==> config.mk <==
export PLATFORM = sky130hd
export DESIGN_NAME = utf8_stream_decoder_core
export DESIGN_NICKNAME = d
export VERILOG_FILES = /design/src/u8sd_pkg.sv /design/src/u8sd_decode.sv /design/src/u8sd_result_queue.sv /design/src/utf8_stream_decoder_core.sv
export SDC_FILE = /design/constraint.sdc
export NUM_CORES = 1
export LEC_CHECK = 0
export BUFFER_PORTS_ARGS = -buffer_cell sky130_fd_sc_hd__buf_2
export CAP_MARGIN = 20
export CORE_MARGIN = 2
export CORE_UTILIZATION = 45
export CTS_BUF_LIST = sky130_fd_sc_hd__clkbuf_16
export DETAILED_ROUTE_END_ITERATION = 10
export GPL_TIMING_DRIVEN = 0
export PLACE_DENSITY = 0.63
export SYNTH_ARGS = -nofsm -noshare
export SYNTH_HDL_FRONTEND = slang
export SYNTH_HIERARCHICAL = 1
export SYNTH_SLANG_ARGS = --single-unit
==> constraint.sdc <==
create_clock -name clk -period 12.2 [get_ports clk]
set_input_delay 3.66 -clock clk [delete_from_list [all_inputs] [get_ports clk]]
set_output_delay 3.66 -clock clk [all_outputs]
set_load 0.05 [all_outputs]
==> src/u8sd_pkg.sv <==
// Shared types and constants for the UTF-8 stream decoder.
package u8sd_pkg;

    localparam logic [20:0] REPL_CP      = 21'h00FFFD;
    localparam logic [7:0]  LEAD2_LO     = 8'hC2;
    localparam logic [7:0]  LEAD2_HI     = 8'hDF;
    localparam logic [7:0]  LEAD3_LO     = 8'hE0;
    localparam logic [7:0]  LEAD3_HI     = 8'hEF;
    localparam logic [7:0]  LEAD4_LO     = 8'hF0;
    localparam logic [7:0]  LEAD4_HI     = 8'hF4;
    localparam logic [7:0]  LEAD_E0      = 8'hE0;
    localparam logic [7:0]  LEAD_ED      = 8'hED;
    localparam logic [7:0]  LEAD_F0      = 8'hF0;
    localparam logic [7:0]  LEAD_F4      = 8'hF4;
    localparam logic [7:0]  E0_MIN_B1    = 8'hA0;
    localparam logic [7:0]  ED_MAX_B1    = 8'h9F;
    localparam logic [7:0]  F0_MIN_B1    = 8'h90;
    localparam logic [7:0]  F4_MAX_B1    = 8'h8F;
    localparam logic [7:0]  CONT_MASK    = 8'hC0;
    localparam logic [7:0]  CONT_TAG     = 8'h80;
    localparam logic [7:0]  PAYLOAD_MASK = 8'h3F;
    localparam int          MAX_RESULTS  = 4;

    typedef struct packed {
        logic [7:0] data_byte;
        logic       flush;
    } u8sd_in_t;

    typedef struct packed {
        logic [20:0] code_point;
        logic        malformed;
        logic [2:0]  byte_count;
        logic        last;
    } u8sd_out_t;

    typedef struct packed {
        u8sd_out_t [MAX_RESULTS-1:0] res;
        logic [2:0]                  count;
    } u8sd_burst_t;

    typedef struct packed {
        logic load_ok;
    } u8sd_queue_status_t;

endpackage

==> src/u8sd_decode.sv <==
// Sequence state and single-pass decode of one transaction into a result burst.
module u8sd_decode (
    input  logic                  clk,
    input  logic                  rst_n,
    input  logic                  advance,
    input  u8sd_pkg::u8sd_in_t    item,
    output u8sd_pkg::u8sd_burst_t burst
);
    import u8sd_pkg::*;

    logic [7:0] held_reg [3];
    logic [7:0] held_next [3];
    logic [1:0] held_count_reg, held_count_next;
    logic [2:0] needed_reg, needed_next;

    logic [7:0]  b;
    logic        is_cont;
    logic        f_emit, f_hold;
    logic [2:0]  f_len;
    u8sd_out_t   f_res;
    logic [2:0]  n_full;
    logic [7:0]  b1;
    logic        seq_bad;
    logic [20:0] dec_cp;
    logic [2:0]  nb;
    logic        ex;
    u8sd_out_t   ex_res;

    assign b       = item.data_byte;
    assign is_cont = (b & CONT_MASK) == CONT_TAG;
    assign n_full  = {1'b0, held_count_reg} + 3'd1;
    assign b1      = (held_count_reg >= 2'd2) ? held_reg[1] : b;

    // byte with nothing held
    always_comb
    begin
        f_emit = 1'b0;
        f_hold = 1'b0;
        f_len  = 3'd0;
        f_res  = '0;
        if (b[7] == 1'b0)
        begin
            f_emit           = 1'b1;
            f_res.code_point = {13'd0, b};
            f_res.byte_count = 3'd1;
        end
        else if (b >= LEAD2_LO && b <= LEAD2_HI)
        begin
            f_hold = 1'b1;
            f_len  = 3'd2;
        end
        else if (b >= LEAD3_LO && b <= LEAD3_HI)
        begin
            f_hold = 1'b1;
            f_len  = 3'd3;
        end
        else if (b >= LEAD4_LO && b <= LEAD4_HI)
        begin
            f_hold = 1'b1;
            f_len  = 3'd4;
        end
        else
        begin
            f_emit           = 1'b1;
            f_res.code_point = REPL_CP;
            f_res.malformed  = 1'b1;
            f_res.byte_count = 3'd1;
        end
    end

    always_comb
    begin
        seq_bad = 1'b0;
        if (n_full == 3'd3 && held_reg[0] == LEAD_E0 && b1 < E0_MIN_B1)
            seq_bad = 1'b1;
        if (n_full == 3'd3 && held_reg[0] == LEAD_ED && b1 > ED_MAX_B1)
            seq_bad = 1'b1;
        if (n_full == 3'd4 && held_reg[0] == LEAD_F0 && b1 < F0_MIN_B1)
            seq_bad = 1'b1;
        if (n_full == 3'd4 && held_reg[0] == LEAD_F4 && b1 > F4_MAX_B1)
            seq_bad = 1'b1;
    end

    always_comb
    begin
        unique case (held_count_reg)
            2'd1:    dec_cp = {10'd0, held_reg[0][4:0], b[5:0]};
            2'd2:    dec_cp = {5'd0, held_reg[0][3:0], held_reg[1][5:0], b[5:0]};
            default: dec_cp = {held_reg[0][2:0], held_reg[1][5:0], held_reg[2][5:0], b[5:0]};
        endcase
    end

    always_comb
    begin
        nb              = 3'd0;
        ex              = 1'b0;
        ex_res          = '0;
        held_next       = held_reg;
        held_count_next = held_count_reg;
        needed_next     = needed_reg;
        if (item.flush)
        begin
            nb              = {1'b0, held_count_reg};
            held_count_next = 2'd0;
            needed_next     = 3'd0;
        end
        else if (held_count_reg != 2'd0 && is_cont)
        begin
            if (n_full < needed_reg)
            begin
                case (held_count_reg)
                    2'd1:    held_next[1] = b;
                    2'd2:    held_next[2] = b;
                    default: held_next[0] = held_reg[0];
                endcase
                held_count_next = n_full[1:0];
            end
            else
            begin
                held_count_next = 2'd0;
                needed_next     = 3'd0;
                if (seq_bad)
                    nb = n_full;
                else
                begin
                    ex                = 1'b1;
                    ex_res.code_point = dec_cp;
                    ex_res.byte_count = n_full;
                end
            end
        end
        else
        begin
            // nothing held, or held sequence broken by a non-continuation
            nb              = {1'b0, held_count_reg};
            held_count_next = 2'd0;
            needed_next     = 3'd0;
            ex              = f_emit;
            ex_res          = f_res;
            if (f_hold)
            begin
                held_next[0]    = b;
                held_count_next = 2'd1;
                needed_next     = f_len;
            end
        end
    end

    always_comb
    begin
        burst.count = nb + {2'd0, ex};
        for (int i = 0; i < MAX_RESULTS; i++)
        begin
            if (3'(i) < nb)
            begin
                burst.res[i]            = '0;
                burst.res[i].code_point = REPL_CP;
                burst.res[i].malformed  = 1'b1;
                burst.res[i].byte_count = 3'd1;
            end
            else if (3'(i) == nb && ex)
                burst.res[i] = ex_res;
            else
                burst.res[i] = '0;
            burst.res[i].last = (3'(i) + 3'd1 == burst.count);
        end
    end

    always_ff @(posedge clk or negedge rst_n)
    begin
        if (!rst_n)
        begin
            held_count_reg <= 2'd0;
            needed_reg     <= 3'd0;
        end
        else if (advance)
        begin
            held_count_reg <= held_count_next;
            needed_reg     <= needed_next;
        end
    end

    always_ff @(posedge clk)
    begin
        if (advance)
            held_reg <= held_next;
    end

endmodule

==> src/u8sd_result_queue.sv <==
// Result register queue: holds one decoded burst; one transaction per cycle unless stalled.
module u8sd_result_queue (
    input  logic                         clk,
    input  logic                         rst_n,
    input  logic                         load,
    input  u8sd_pkg::u8sd_burst_t        burst,
    output u8sd_pkg::u8sd_queue_status_t status,
    output logic                         cp_valid,
    input  logic                         cp_stall,
    output u8sd_pkg::u8sd_out_t          cp_item
);
    import u8sd_pkg::*;

    u8sd_out_t  q_reg [MAX_RESULTS];
    u8sd_out_t  q_next [MAX_RESULTS];
    logic [2:0] rem_reg, rem_next;
    logic       pop;

    assign cp_valid       = rem_reg != 3'd0;
    assign cp_item        = q_reg[0];
    assign pop            = cp_valid && !cp_stall;
    assign status.load_ok = (rem_reg == 3'd0) || (rem_reg == 3'd1 && pop);

    always_comb
    begin
        q_next   = q_reg;
        rem_next = rem_reg;
        if (load)
        begin
            for (int i = 0; i < MAX_RESULTS; i++)
                q_next[i] = burst.res[i];
            rem_next = burst.count;
        end
        else if (pop)
        begin
            for (int i = 0; i < MAX_RESULTS - 1; i++)
                q_next[i] = q_reg[i+1];
            rem_next = rem_reg - 3'd1;
        end
    end

    always_ff @(posedge clk or negedge rst_n)
    begin
        if (!rst_n)
            rem_reg <= 3'd0;
        else
            rem_reg <= rem_next;
    end

    always_ff @(posedge clk)
    begin
        q_reg <= q_next;
    end

endmodule

==> src/utf8_stream_decoder_core.sv <==
// Streaming UTF-8 decoder top level: input register, decode, result queue.
// A byte is captured in the input register, decoded combinationally, and its result burst is
// registered into the result queue, which presents it. Throughput: one byte per cycle while each
// byte yields at most one result and cp_stall is low; a burst of several results from one byte
// holds the input until the queue has presented all but its last result. Reset clears the
// held-sequence count, the input valid flag and the queue count; stored bytes and results stay.
module utf8_stream_decoder_core (
    input  logic                clk,
    input  logic                rst_n,
    input  logic                byte_valid,
    output logic                byte_stall,
    input  u8sd_pkg::u8sd_in_t  byte_item,
    output logic                cp_valid,
    input  logic                cp_stall,
    output u8sd_pkg::u8sd_out_t cp_item
);
    import u8sd_pkg::*;

    logic               s1_valid_reg, s1_valid_next;
    u8sd_in_t           s1_item_reg;
    logic               accept;
    logic               advance;
    u8sd_burst_t        burst;
    u8sd_queue_status_t q_status;

    assign advance       = s1_valid_reg && q_status.load_ok;
    assign byte_stall    = s1_valid_reg && !q_status.load_ok;
    assign accept        = byte_valid && !byte_stall;
    assign s1_valid_next = accept ? 1'b1 : (advance ? 1'b0 : s1_valid_reg);

    always_ff @(posedge clk or negedge rst_n)
    begin
        if (!rst_n)
            s1_valid_reg <= 1'b0;
        else
            s1_valid_reg <= s1_valid_next;
    end

    always_ff @(posedge clk)
    begin
        if (accept)
            s1_item_reg <= byte_item;
    end

    u8sd_decode u_decode (
        .clk     (clk),
        .rst_n   (rst_n),
        .advance (advance),
        .item    (s1_item_reg),
        .burst   (burst)
    );

    u8sd_result_queue u_queue (
        .clk      (clk),
        .rst_n    (rst_n),
        .load     (advance),
        .burst    (burst),
        .status   (q_status),
        .cp_valid (cp_valid),
        .cp_stall (cp_stall),
        .cp_item  (cp_item)
    );

endmodule
==> impl_metrics.tcl <==
set metrics [dict create \
    clock_skew_ns 0.00740 \
    power_density_mw_per_mm2 277 \
    fp.dieW_um 132 \
    drtPass1Iterations 5 \
    status "finished, final reports clean" \
    r2r_slack_ns 8.08 \
    n_antenna_cell 0 \
    drt-initial-drc-count 405 \
    vdd_drop_max_mv 0.137 \
    synth_area_leaders "edfxtp_1 55%, mux2_1 6.7%, mux2_2 5.5%" \
    yosysSeqAreaShare 0.581 \
    critPathLaunchType "primary input" \
    postRouteAntennaNets 0 \
    clockBufferDepth 2 \
    slew_viol_final 0 \
    maxCapViolCount 0 \
    fin_area_mm2 0.00853 \
    overflow 0 \
    setup_viol 0 \
    h-tree-depth 4 \
    grt_pass1_wl_um 25700 \
    synth.cell_area_mm2 0.00736 \
    post-cts-setup-buffers 0 \
    critical_path.max_stage_delay_ns 0.25 \
    synth_area_per_cell_um2 12.6 \
    hpwlAfterDp_um 11300 \
    async_flop_share 0.0625 \
    r2r-start "u_decode/held_count_reg[0]" \
    fin_crit_sh 0.673 \
    io_buffers 40 \
    setup.worst_path.end "byte_stall" \
    synth.distinct_cells 61 \
    cp-end-kind "output pin" \
    area_delta_synth_final_pct 15.8 \
    hold_slack_ns 0.484 \
    crit_path_top_delay_cell "buf_2" \
    worstPathMaxFanout 5 \
    max_slew.worst_pin.slew_ns 0.921 \
    synth_top_area_share 0.551 \
    regArea_mm2 0.00428 \
    num_rows 46 \
    relSlewSlack 0.386 \
    fmax_mhz 122 \
    cts_resized 0 \
    rsz0062_at_grt "false" \
    yosysWarnings 6 \
    root_buffer "clkbuf_16" \
    track_usage 0.195 \
    rr_endpoint "u_queue/q_reg[52]" \
    stdcell_count 893 \
    die_area_mm2 0.0174 \
    die_h_um 132 \
    grt_pass1_vias 4716 \
    fillers 1370 \
    largest_reg_flops 78 \
    synthCells 583 \
    synth_edf_count 135 \
    clkSinkCount 144 \
    synth_ff_type "edfxtp_1" \
    cts_tree "yes" \
    finalSetupTns_ns 0 \
    nNetsFinal 687 \
    synth_top_area_cell "edfxtp_1" \
    multiInputGateArea_mm2 0.00253 \
    cts-hold-fix-buffers 0 \
    insertion_delay_ns 0.43 \
    path_class "primary input to output pin" \
    startpoint "cp_stall" \
    fin_crit_ns 8.21 \
    vias 4804 \
    clk_pin_slew_ns 0.06 \
    wl_per_cell_um 18.1 \
    cp_cell_sequence "buf_2, inv_1, a21oi_1, nor2_1, nand2b_4, inv_1, buf_2" \
    power.leakage_uw 0.00334 \
    routed_wirelength_um 16200 \
    io_pins 41 \
    placed_cells 861 \
    ys_seq_elements 144 \
    route.detailed.drc 0 \
    antenna_found_initial 0 \
    drive_gt1_frac 0.270 \
    place_congestion 0.880 \
    required_ns 8.54 \
    cts_buffers 17 \
    ff2ff_path_depth 15 \
    critPathArrivalTime_ns 4.55 \
    core_mm2 0.0159 \
    hp-class "flip-flop to flip-flop" \
    hold_viol 0 \
    via_per_inst 5.38 \
    grt_max_degree 73 \
    place_area_mm2 0.00795 \
    start_util 0.462 \
]
synthesized netlist by cell type, types with 6 or more instances:
| cell type | number |
|---|---|
| edfxtp_1 | 135 |
| o21ai_0 | 50 |
| buf_4 | 48 |
| mux2_1 | 44 |
| a21oi_1 | 37 |
| mux2_2 | 36 |
| inv_1 | 23 |
| nand3_1 | 21 |
| nor2_1 | 21 |
| nand2_1 | 14 |
| buf_2 | 11 |
| clkbuf_1 | 11 |
| and3_1 | 10 |
| ha_1 | 10 |
| nor3_1 | 10 |
| dfrtp_1 | 9 |
| o211ai_1 | 9 |
| and2_1 | 8 |
| buf_6 | 7 |
| nor4_1 | 6 |
stage by stage:
| step | utilization | power (uW) | worst slack (ns) |
|---|---|---|---|
| floorplan | - | 1610 | 4.23 |
| global placement | 0.496 | 1840 | 3.52 |
| detailed placement | 0.499 | 1860 | 4.00 |
| CTS | 0.535 | 2380 | 3.99 |
| global route | 0.535 | 2480 | 3.96 |
| finish | 0.535 | 2360 | 3.99 |
logic make-up (layout without fill, tap and decap cells):
logic type,after synthesis,after routing,synth area share
AO/OA/AOI/OAI,127,127,0.104
XOR/XNOR,1,1,0.00119
adder cells (fa/ha/maj),10,10,0.0170
buffers and inverters,103,177,0.0862
flip-flops,144,144,0.581
multiplexers,83,83,0.126
other,1,21,0.000509
AND/OR/NAND/NOR,114,114,0.0838
cells in the final DEF (no fill, tap or decap), types with 3 or more instances in the layout:
master | netlist | final
a21oi_1 | 37 | 37
a22oi_1 | 4 | 4
and2_1 | 8 | 7
and3_1 | 10 | 10
buf_2 | 11 | 52
buf_4 | 48 | 48
buf_6 | 7 | 7
bufinv_16 | 0 | 3
clkbuf_1 | 11 | 11
clkbuf_16 | 0 | 17
clkinv_1 | 1 | 4
clkinv_2 | 0 | 4
conb_1 | 1 | 21
dfrtp_1 | 9 | 9
edfxtp_1 | 135 | 135
ha_1 | 10 | 10
inv_1 | 23 | 25
mux2_1 | 44 | 44
mux2_2 | 36 | 36
mux2i_1 | 3 | 3
nand2_1 | 14 | 14
nand2b_1 | 4 | 4
nand3_1 | 21 | 21
nor2_1 | 21 | 21
nor2b_1 | 5 | 5
nor3_1 | 10 | 10
nor4_1 | 6 | 6
o211ai_1 | 9 | 9
o21ai_0 | 50 | 50
o21ai_1 | 4 | 4
o22ai_1 | 3 | 3
power by group:
group	switching (uW)	internal, uW
Sequential	69.7	839
Clock	194	316
Combinational	595	349
Total	859	1500
critical path: cells and delay by family:
kind | cells | cell delay, ns
buf+inv | 4 | 0.52
simple gates | 2 | 0.22
compound gates | 1 | 0.15
routing by layer:
layer | vias up | global-route usage | part of all wire
met2 | 157 | 0.307 | 0.47
met4 | 0 | 0.0779 | 0.016
li1 | 2274 | - | -
met5 | - | 0 | 0
met1 | 2353 | 0.265 | 0.46
met3 | 20 | 0.0384 | 0.054
how the worst min path moves through the flow:
stage                           startpoint                      to  slack (ns)  cells past startpoint
floorplan           u_decode/needed_reg[1]  u_decode/needed_reg[1]        0.44                      2
global placement    u_decode/needed_reg[1]  u_decode/needed_reg[1]        0.46                      2
detailed placement  u_decode/needed_reg[1]  u_decode/needed_reg[1]        0.48                      2
CTS                 u_decode/needed_reg[2]  u_decode/needed_reg[2]        0.49                      2
global route        u_decode/needed_reg[1]  u_decode/needed_reg[1]        0.52                      2
finish              u_decode/needed_reg[1]  u_decode/needed_reg[1]        0.48                      2
area by class of cell:
type,count,share of cell area
Buffer,79,0.0638
Clock inverter,15,0.0179
Multi-Input combinational cell,356,0.297
Tap cell,216,0.0317
Timing Repair Buffer,42,0.0273
Inverter,24,0.0106
Clock buffer,17,0.0499
Sequential cell,144,0.502
Power figures use the tool's default switching activity.
